File: src/design/cfb_pkg.sv
`default_nettype none

package cfb_pkg;

    // Configuration register indexes
    localparam logic [2:0] CFG_START_BYTE    = 3'd0;
    localparam logic [2:0] CFG_END_BYTE      = 3'd1;
    localparam logic [2:0] CFG_ACTIVITY_MASK = 3'd2;
    localparam logic [2:0] CFG_RESPONSE_MASK = 3'd3;
    localparam logic [2:0] CFG_TARGET_MASK   = 3'd4;
    localparam logic [2:0] CFG_SOURCE_MASK   = 3'd5;

    // Input item kinds
    localparam logic CMD_HEADER  = 1'b0;
    localparam logic CMD_PAYLOAD = 1'b1;

    // Job queue between front and back end
    localparam int QUEUE_AW    = 2;
    localparam int QUEUE_DEPTH = 1 << QUEUE_AW;

    localparam logic [7:0] SUM_INVERT = 8'hFF;

    typedef struct packed {
        logic [7:0] start_byte;
        logic [7:0] end_byte;
        logic [7:0] activity_mask;
        logic [7:0] response_mask;
        logic [7:0] target_mask;
        logic [7:0] source_mask;
    } cfg_t;

    // One classified job: a header or a payload byte
    typedef struct packed {
        logic       is_header;
        logic       close;      // checksum and end byte follow
        logic [7:0] flags;
        logic [7:0] target_id;
        logic [7:0] source_id;
        logic [7:0] device_id;
        logic [7:0] command_id;
        logic [7:0] seq;
        logic [7:0] data_byte;
    } job_t;

    // Head of the job queue as seen by the back end
    typedef struct packed {
        logic valid;
        job_t job;
    } head_t;

    typedef enum logic [3:0] {
        ST_BEGIN,
        ST_START,
        ST_FLAGS,
        ST_TGT,
        ST_SRC,
        ST_DEV,
        ST_CMD,
        ST_SEQ,
        ST_DATA,
        ST_CHK,
        ST_END
    } step_t;

endpackage

`default_nettype wire

File: src/design/cfb_front.sv
`default_nettype none

module cfb_front (
    input  wire logic          clk,
    input  wire logic          rst_n,
    input  wire cfb_pkg::cfg_t cfg,
    input  wire logic          accept,
    input  wire logic          cmd,
    input  wire logic [7:0]    command_id,
    input  wire logic [7:0]    device_id,
    input  wire logic [7:0]    source_id,
    input  wire logic [7:0]    target_id,
    input  wire logic [7:0]    payload_count,
    input  wire logic          want_response,
    input  wire logic [7:0]    data_byte,
    output logic               push,
    output cfb_pkg::job_t      job
);

    logic       in_frame_reg, in_frame_next;
    logic [7:0] left_reg, left_next;
    logic [7:0] seq_reg, seq_next;
    logic [7:0] flags;

    // Flags byte of a header
    always_comb
    begin
        flags = cfg.activity_mask;
        if (want_response)
        begin
            flags = flags | cfg.response_mask;
        end
        if (target_id != 8'd0)
        begin
            flags = flags | cfg.target_mask;
        end
        if (source_id != 8'd0)
        begin
            flags = flags | cfg.source_mask;
        end
    end

    // Classify the word and track frame state
    always_comb
    begin
        in_frame_next = in_frame_reg;
        left_next     = left_reg;
        seq_next      = seq_reg;
        push          = 1'b0;

        job.is_header  = (cmd == cfb_pkg::CMD_HEADER);
        job.close      = 1'b0;
        job.flags      = flags;
        job.target_id  = target_id;
        job.source_id  = source_id;
        job.device_id  = device_id;
        job.command_id = command_id;
        job.seq        = seq_reg;
        job.data_byte  = data_byte;

        if (accept)
        begin
            if (cmd == cfb_pkg::CMD_HEADER)
            begin
                if (!in_frame_reg)
                begin
                    push     = 1'b1;
                    seq_next = seq_reg + 8'd1;
                    if (payload_count == 8'd0)
                    begin
                        job.close = 1'b1;
                    end
                    else
                    begin
                        in_frame_next = 1'b1;
                        left_next     = payload_count;
                    end
                end
            end
            else
            begin
                if (in_frame_reg)
                begin
                    push      = 1'b1;
                    left_next = left_reg - 8'd1;
                    if (left_reg == 8'd1)
                    begin
                        job.close     = 1'b1;
                        in_frame_next = 1'b0;
                    end
                end
            end
        end
    end

    always_ff @(posedge clk or negedge rst_n)
    begin
        if (!rst_n)
        begin
            in_frame_reg <= 1'b0;
            left_reg     <= 8'd0;
            seq_reg      <= 8'd1;
        end
        else
        begin
            in_frame_reg <= in_frame_next;
            left_reg     <= left_next;
            seq_reg      <= seq_next;
        end
    end

endmodule

`default_nettype wire

File: src/design/cfb_queue.sv
`default_nettype none

module cfb_queue (
    input  wire logic          clk,
    input  wire logic          rst_n,
    input  wire logic          push,
    input  wire cfb_pkg::job_t push_job,
    output logic               full,
    input  wire logic          pop,
    output cfb_pkg::head_t     head
);

    localparam int AW = cfb_pkg::QUEUE_AW;

    cfb_pkg::job_t mem_reg [cfb_pkg::QUEUE_DEPTH];
    logic [AW-1:0] wr_ptr_reg, wr_ptr_next;
    logic [AW-1:0] rd_ptr_reg, rd_ptr_next;
    logic [AW:0]   count_reg, count_next;

    assign full       = (count_reg == (AW+1)'(cfb_pkg::QUEUE_DEPTH));
    assign head.valid = (count_reg != '0);
    assign head.job   = mem_reg[rd_ptr_reg];

    // Pointer and fill count update
    always_comb
    begin
        wr_ptr_next = push ? wr_ptr_reg + AW'(1) : wr_ptr_reg;
        rd_ptr_next = pop  ? rd_ptr_reg + AW'(1) : rd_ptr_reg;
        count_next  = count_reg;
        if (push && !pop)
        begin
            count_next = count_reg + (AW+1)'(1);
        end
        else if (pop && !push)
        begin
            count_next = count_reg - (AW+1)'(1);
        end
    end

    always_ff @(posedge clk or negedge rst_n)
    begin
        if (!rst_n)
        begin
            wr_ptr_reg <= '0;
            rd_ptr_reg <= '0;
            count_reg  <= '0;
        end
        else
        begin
            wr_ptr_reg <= wr_ptr_next;
            rd_ptr_reg <= rd_ptr_next;
            count_reg  <= count_next;
        end
    end

    // Job storage
    always_ff @(posedge clk)
    begin
        if (push)
        begin
            mem_reg[wr_ptr_reg] <= push_job;
        end
    end

endmodule

`default_nettype wire

File: src/design/cfb_back.sv
`default_nettype none

module cfb_back (
    input  wire logic           clk,
    input  wire logic           rst_n,
    input  wire cfb_pkg::cfg_t  cfg,
    input  wire cfb_pkg::head_t head,
    output logic                pop,
    output logic                line_valid,
    input  wire logic           line_ready,
    output logic [7:0]          line_byte,
    output logic                run_last,
    output logic                frame_end
);

    cfb_pkg::step_t step_reg, step_next, cur_step, after_step;
    logic [7:0]     sum_reg, sum_next;
    logic           out_valid_reg, out_valid_next;
    logic [7:0]     byte_reg, byte_next;
    logic           last_reg, last_next;
    logic           fin_reg, fin_next;
    logic           advance;
    logic           body;
    logic           done;
    logic           has_tgt, has_src;

    assign has_tgt = (head.job.target_id != 8'd0);
    assign has_src = (head.job.source_id != 8'd0);
    assign advance = head.valid && (!out_valid_reg || line_ready);
    assign pop     = advance && done;

    // Resolve the opening step of a fresh job
    always_comb
    begin
        if (step_reg == cfb_pkg::ST_BEGIN)
        begin
            cur_step = head.job.is_header ? cfb_pkg::ST_START : cfb_pkg::ST_DATA;
        end
        else
        begin
            cur_step = step_reg;
        end
    end

    // Next step
    always_comb
    begin
        case (cur_step)
            cfb_pkg::ST_START: after_step = cfb_pkg::ST_FLAGS;
            cfb_pkg::ST_FLAGS:
            begin
                if (has_tgt)
                begin
                    after_step = cfb_pkg::ST_TGT;
                end
                else if (has_src)
                begin
                    after_step = cfb_pkg::ST_SRC;
                end
                else
                begin
                    after_step = cfb_pkg::ST_DEV;
                end
            end
            cfb_pkg::ST_TGT: after_step = has_src ? cfb_pkg::ST_SRC : cfb_pkg::ST_DEV;
            cfb_pkg::ST_SRC: after_step = cfb_pkg::ST_DEV;
            cfb_pkg::ST_DEV: after_step = cfb_pkg::ST_CMD;
            cfb_pkg::ST_CMD: after_step = cfb_pkg::ST_SEQ;
            cfb_pkg::ST_SEQ,
            cfb_pkg::ST_DATA:
                after_step = head.job.close ? cfb_pkg::ST_CHK : cfb_pkg::ST_BEGIN;
            cfb_pkg::ST_CHK: after_step = cfb_pkg::ST_END;
            default:         after_step = cfb_pkg::ST_BEGIN;
        endcase
        step_next = advance ? after_step : step_reg;
    end

    // Byte and marks for the current step
    always_comb
    begin
        byte_next = head.job.data_byte;
        last_next = 1'b0;
        fin_next  = 1'b0;
        body      = 1'b1;
        done      = 1'b0;
        case (cur_step)
            cfb_pkg::ST_START:
            begin
                byte_next = cfg.start_byte;
                body      = 1'b0;
            end
            cfb_pkg::ST_FLAGS: byte_next = head.job.flags;
            cfb_pkg::ST_TGT:   byte_next = head.job.target_id;
            cfb_pkg::ST_SRC:   byte_next = head.job.source_id;
            cfb_pkg::ST_DEV:   byte_next = head.job.device_id;
            cfb_pkg::ST_CMD:   byte_next = head.job.command_id;
            cfb_pkg::ST_SEQ:
            begin
                byte_next = head.job.seq;
                last_next = !head.job.close;
                done      = !head.job.close;
            end
            cfb_pkg::ST_DATA:
            begin
                byte_next = head.job.data_byte;
                last_next = !head.job.close;
                done      = !head.job.close;
            end
            cfb_pkg::ST_CHK:
            begin
                byte_next = sum_reg ^ cfb_pkg::SUM_INVERT;
                body      = 1'b0;
            end
            cfb_pkg::ST_END:
            begin
                byte_next = cfg.end_byte;
                last_next = 1'b1;
                fin_next  = 1'b1;
                body      = 1'b0;
                done      = 1'b1;
            end
            default:
            begin
                body = 1'b0;
            end
        endcase
    end

    // Running checksum
    always_comb
    begin
        sum_next = sum_reg;
        if (advance)
        begin
            if (cur_step == cfb_pkg::ST_START)
            begin
                sum_next = 8'd0;
            end
            else if (body)
            begin
                sum_next = sum_reg + byte_next;
            end
        end
    end

    // Output register valid
    always_comb
    begin
        if (advance)
        begin
            out_valid_next = 1'b1;
        end
        else if (line_ready)
        begin
            out_valid_next = 1'b0;
        end
        else
        begin
            out_valid_next = out_valid_reg;
        end
    end

    always_ff @(posedge clk or negedge rst_n)
    begin
        if (!rst_n)
        begin
            step_reg      <= cfb_pkg::ST_BEGIN;
            sum_reg       <= 8'd0;
            out_valid_reg <= 1'b0;
        end
        else
        begin
            step_reg      <= step_next;
            sum_reg       <= sum_next;
            out_valid_reg <= out_valid_next;
        end
    end

    // Output payload
    always_ff @(posedge clk)
    begin
        if (advance)
        begin
            byte_reg <= byte_next;
            last_reg <= last_next;
            fin_reg  <= fin_next;
        end
    end

    assign line_valid = out_valid_reg;
    assign line_byte  = byte_reg;
    assign run_last   = last_reg;
    assign frame_end  = fin_reg;

endmodule

`default_nettype wire

File: src/design/command_frame_builder.sv
// Command frame builder: turns header and payload words into a framed byte stream.
// Input channel (item_valid/item_ready): cmd selects a header, which opens a frame,
// or a payload word carrying data_byte. Out-of-order words are taken and dropped.
// Output channel (line_valid/line_ready): the frame bytes in order, with run_last on
// the last byte an input word causes and frame_end on the closing end byte.
// Configuration: cfg_we writes cfg_data into register cfg_index (start byte, end
// byte, then the activity, response, target and source flag masks); write only
// while the block is idle.
// With the queue empty, an accepted word is first written into the job queue and
// its first byte is then loaded into the output register.
// A payload word sends its data byte, plus checksum and end byte if it closes the
// frame; a header sends start, flags, nonzero target and source IDs, device, command
// and sequence bytes, plus checksum and end byte if its payload count is zero; one
// byte a cycle while line_ready allows. A four-entry job queue from classifier to
// sequencer takes words while bytes are sent; item_ready drops only when it is full.
// When line_ready is low the held byte stays on the port and the sequencer waits;
// input words keep flowing until the queue fills.
// Reset clears the queue, the output register and the frame state, sets the
// sequence number to 1 and loads the register defaults.
`default_nettype none

module command_frame_builder (
    input  wire logic       clk,
    input  wire logic       rst_n,
    input  wire logic       cfg_we,
    input  wire logic [2:0] cfg_index,
    input  wire logic [7:0] cfg_data,
    input  wire logic       item_valid,
    output logic            item_ready,
    input  wire logic       cmd,
    input  wire logic [7:0] command_id,
    input  wire logic [7:0] device_id,
    input  wire logic [7:0] source_id,
    input  wire logic [7:0] target_id,
    input  wire logic [7:0] payload_count,
    input  wire logic       want_response,
    input  wire logic [7:0] data_byte,
    output logic            line_valid,
    input  wire logic       line_ready,
    output logic [7:0]      line_byte,
    output logic            run_last,
    output logic            frame_end
);

    cfb_pkg::cfg_t  cfg_reg;
    cfb_pkg::job_t  job;
    cfb_pkg::head_t head;
    logic           push;
    logic           pop;
    logic           full;

    assign item_ready = !full;

    // Configuration registers
    always_ff @(posedge clk or negedge rst_n)
    begin
        if (!rst_n)
        begin
            cfg_reg.start_byte    <= 8'd141;
            cfg_reg.end_byte      <= 8'd216;
            cfg_reg.activity_mask <= 8'd8;
            cfg_reg.response_mask <= 8'd2;
            cfg_reg.target_mask   <= 8'd16;
            cfg_reg.source_mask   <= 8'd32;
        end
        else if (cfg_we)
        begin
            case (cfg_index)
                cfb_pkg::CFG_START_BYTE:    cfg_reg.start_byte    <= cfg_data;
                cfb_pkg::CFG_END_BYTE:      cfg_reg.end_byte      <= cfg_data;
                cfb_pkg::CFG_ACTIVITY_MASK: cfg_reg.activity_mask <= cfg_data;
                cfb_pkg::CFG_RESPONSE_MASK: cfg_reg.response_mask <= cfg_data;
                cfb_pkg::CFG_TARGET_MASK:   cfg_reg.target_mask   <= cfg_data;
                cfb_pkg::CFG_SOURCE_MASK:   cfg_reg.source_mask   <= cfg_data;
                default:                    ;
            endcase
        end
    end

    cfb_front u_front (
        .clk           (clk),
        .rst_n         (rst_n),
        .cfg           (cfg_reg),
        .accept        (item_valid && item_ready),
        .cmd           (cmd),
        .command_id    (command_id),
        .device_id     (device_id),
        .source_id     (source_id),
        .target_id     (target_id),
        .payload_count (payload_count),
        .want_response (want_response),
        .data_byte     (data_byte),
        .push          (push),
        .job           (job)
    );

    cfb_queue u_queue (
        .clk      (clk),
        .rst_n    (rst_n),
        .push     (push),
        .push_job (job),
        .full     (full),
        .pop      (pop),
        .head     (head)
    );

    cfb_back u_back (
        .clk        (clk),
        .rst_n      (rst_n),
        .cfg        (cfg_reg),
        .head       (head),
        .pop        (pop),
        .line_valid (line_valid),
        .line_ready (line_ready),
        .line_byte  (line_byte),
        .run_last   (run_last),
        .frame_end  (frame_end)
    );

endmodule

`default_nettype wire
File: config.mk
export PLATFORM = sky130hd
export DESIGN_NAME = command_frame_builder
export DESIGN_NICKNAME = d
export VERILOG_FILES = /design/src/design/cfb_pkg.sv /design/src/design/cfb_front.sv /design/src/design/cfb_queue.sv /design/src/design/cfb_back.sv /design/src/design/command_frame_builder.sv
export SDC_FILE = /design/constraint.sdc
export NUM_CORES = 1
export LEC_CHECK = 0
export BUFFER_PORTS_ARGS = -buffer_cell sky130_fd_sc_hd__buf_2
export CORE_MARGIN = 10
export CORE_UTILIZATION = 60
export CTS_BUF_LIST = sky130_fd_sc_hd__clkbuf_4 sky130_fd_sc_hd__clkbuf_8
export CTS_CLUSTER_SIZE = 28
export DETAILED_ROUTE_END_ITERATION = 10
export PLACE_DENSITY_LB_ADDON = 0.12
export SLEW_MARGIN = 20
export SYNTH_ARGS = -nofsm -noshare
export SYNTH_HDL_FRONTEND = slang
export SYNTH_HIERARCHICAL = 1
export SYNTH_SLANG_ARGS = --single-unit
File: constraint.sdc
create_clock -name clk -period 6.1 [get_ports clk]
set_input_delay 0.61 -clock clk [delete_from_list [all_inputs] [get_ports clk]]
set_output_delay 0.61 -clock clk [all_outputs]
set_load 0.05 [all_outputs]
==> results.toml <==
[placed_design]
io_buffers = 77
gp_congestion = 0.9051
dpl.cell_count = 1202
dp_hpwl_um = 20860
dpl-instance-area_um2 = 14530

[detailed_routing]
first_pass_iters = 5
wl_um = 30330
drc_errors = 0
vias = 7769
final_antenna_net_count = 0
avgViaCountPerCell = 5.995
drt_iter0_drc = 708
wl_per_cell_um = 23.40

[final_layout]
fin_cells = 1296
fillCellCount = 1656
fin_nets = 1021
antenna_cells = 0
largest_reg_flops = 232
design_area_um2 = 15560
drive_above_1_share = 0.3255
area_growth_syn_to_layout_pct = 9.239
final_util = 0.6650

[die]
die_h_um = 174.1
rows = 56
start_util = 0.6088
dieArea_um2 = 30310
coreArea_um2 = 23400
die_width_um = 174.1
io-pin-count = 78

[clock_network]
clk_latency_ns = 0.58
cts_hold_buf = 0
clockBufferDepth = 3
ctsResizeCount = 0
post_cts_buffers = 0
htreeDepth = 2
cts_sinks = 327
clk_pin_slew_ns = 0.07
cts-root-buf = "clkbuf_8"
cts_tree = "built"
cts_buffers = 51

[logic_synthesis]
netlist_top_cells_area = "edfxtp_1, dfrtp_1, mux4_2"
synthArstFlopShare = 0.2599
synth_top_cell_by_area = "edfxtp_1"
syn_inst = 869
syn_nets = 954
yosysSeqAreaShare = 0.6605
muxShareOfSynthArea = 0.1423
synthXorXnorAreaFrac = 0.01107
synth.avg_cell_area_um2 = 16.40
ys.flop_type = "edfxtp_1"
yosys.area_share.simple = 0.06727
synth_top_family_by_area = "multiplexers"
synthTopCellsByCount = "edfxtp_1, dfrtp_1, nand2_1, mux4_2, mux2_2"
synth_fa_ha_area_frac = 0.01774
synth_most_common_cell = "edfxtp_1"
synth-seq-cells = 327
netlist_area_um2 = 14250
yosys.area.top_type_share = 0.5101
synth_compound_area_frac = 0.05322
yosys_warnings = 6
synth-edff-count = 242
ys_types = 70

[grt]
antenna_found_initial = 1
grt_pass1_vias = 8118
overflow = 0
grt_usage = 0.1988
grt_first_pass_wirelength_um = 47210
grt_start_max_net_pins = 52

[pwr]
irDropWorstVdd_uv = 295.6
p_leak_nw = 5.644
power.density_nw_per_um2 = 484.1

[sta]
clock_skew_ns = 0.02342
max_freq_mhz = 242.5
slew_viol_final = 0
fin_crit_sh = 0.6761
slew_headroom = 0.2571
min_period_ns = 4.124
rsz0062_at_grt = "false"
hold_viol = 0
finalSetupViolCount = 0
fin_setup_tns_ns = 0
tightest_slew_ns = 1.114

[critical_path]
worstPathRequired_ns = 6.58
reg2reg_from = "u_queue/rd_ptr_reg[1]"
startpoint = "u_queue/rd_ptr_reg[1]"
arrival_ns = 4.61
r2r.worst_path.cells = 13
crit_fanout = 39
ff2ff_setup_slack_ns = 1.98
criticalPathCategory = "reg2reg"
worstSetupStartpointType = "register"
cp-end-kind = "register"
r2r-end = "u_back/sum_reg[7]"

[worst_hold_path]
hp-class = "in2async"

[outcome]
status = "complete, no violations"

[job]
maxCapViolCount = 0
==> routing by layer <==
layer	GRT usage	routed length (um)	vias up
met4	0.05700	533	2
met2	0.3193	14840	250
met1	0.2744	13210	3999
li1	-	-	3477
met3	0.03575	1734	41
met5	0	12	-
==> cells by family after synthesis <==
| kind of cell | after synthesis |
|---|---|
| compound gates | 109 |
| xor+xnor | 18 |
| fa+ha+maj | 19 |
| buf+inv | 95 |
| flops | 327 |
| mux | 121 |
| simple gates | 180 |
==> cell type report <==
class | instances | area, um2 | share of cell area
flip-flops and latches | 327 | 9415 | 0.6050
well taps | 319 | 399.1 | 0.02565
clock inverters | 29 | 197.7 | 0.01270
multi-input cells | 447 | 4160 | 0.2673
clock buffers | 65 | 838.3 | 0.05386
inverters | 20 | 75.07 | 0.004824
repair buffers | 89 | 478.0 | 0.03071
==> critical path, stage by stage, from the launching register on <==
cell and delay (ns):
dfrtp_2 1.02, buf_4 0.44, mux4_2 0.38, inv_1 0.11, o21ai_0 0.10, a22oi_1 0.24
nand3_1 0.21, ha_1 0.38, a21o_1 0.20, a21oi_1 0.13, o21ai_0 0.14, a31oi_1 0.26
xor2_1 0.20, mux2i_1 0.20
==> layout by cell type, fill, tap and decap left out, drive strengths merged, types with 3 or more instances in the layout <==
cell type / instances
clkinv: 23
edfxtp: 242
dfstp: 13
nand2b: 13
and2: 5
xor2: 9
nand2: 65
nor3b: 5
dfrtp: 72
a31oi: 4
nand4: 6
nor4: 8
clkbuf: 65
o211ai: 3
ha: 17
a21o: 3
buf: 89
nor2b: 11
inv: 22
a221oi: 10
mux2: 52
mux2i: 9
o21ai: 34
a22oi: 13
xnor2: 9
nor2: 24
mux4: 60
nor4bb: 4
a21oi: 16
nor3: 8
nand3: 16
a22o: 8
or4: 5
==> power by group <==
group	leakage (nW)	switching, mW	internal (mW)
registers	3.21	0.406	2.86
clock network	0.547	0.836	0.994
logic	1.88	1.37	1.07
==> how the worst max path moves through the flow <==
stage                   endpoint  slack (ns)  cells after the start
2_1_floorplan  u_back/sum_reg[7]        2.82                     14
3_3_place_gp   u_back/sum_reg[7]        2.06                     13
3_5_place_dp   u_back/sum_reg[7]        2.03                     13
4_1_cts        u_back/sum_reg[7]        2.01                     13
5_1_grt        u_back/sum_reg[7]        1.75                     13
6_report       u_back/sum_reg[7]        1.98                     13
==> metrics by stage <==
stage / hold WS, ns / total power [mW] / setup WS [ns]
3_3_place_gp: 0.4635 / 5.684 / 2.060
3_5_place_dp: 0.4984 / 5.744 / 2.031
6_report: 0.02404 / 7.534 / 1.976
2_1_floorplan: 0.3144 / 5.131 / 2.825
5_1_grt: 0.03578 / 7.938 / 1.752
4_1_cts: 0.01535 / 7.587 / 2.009
No activity file was read; power rests on OpenSTA's default activity.
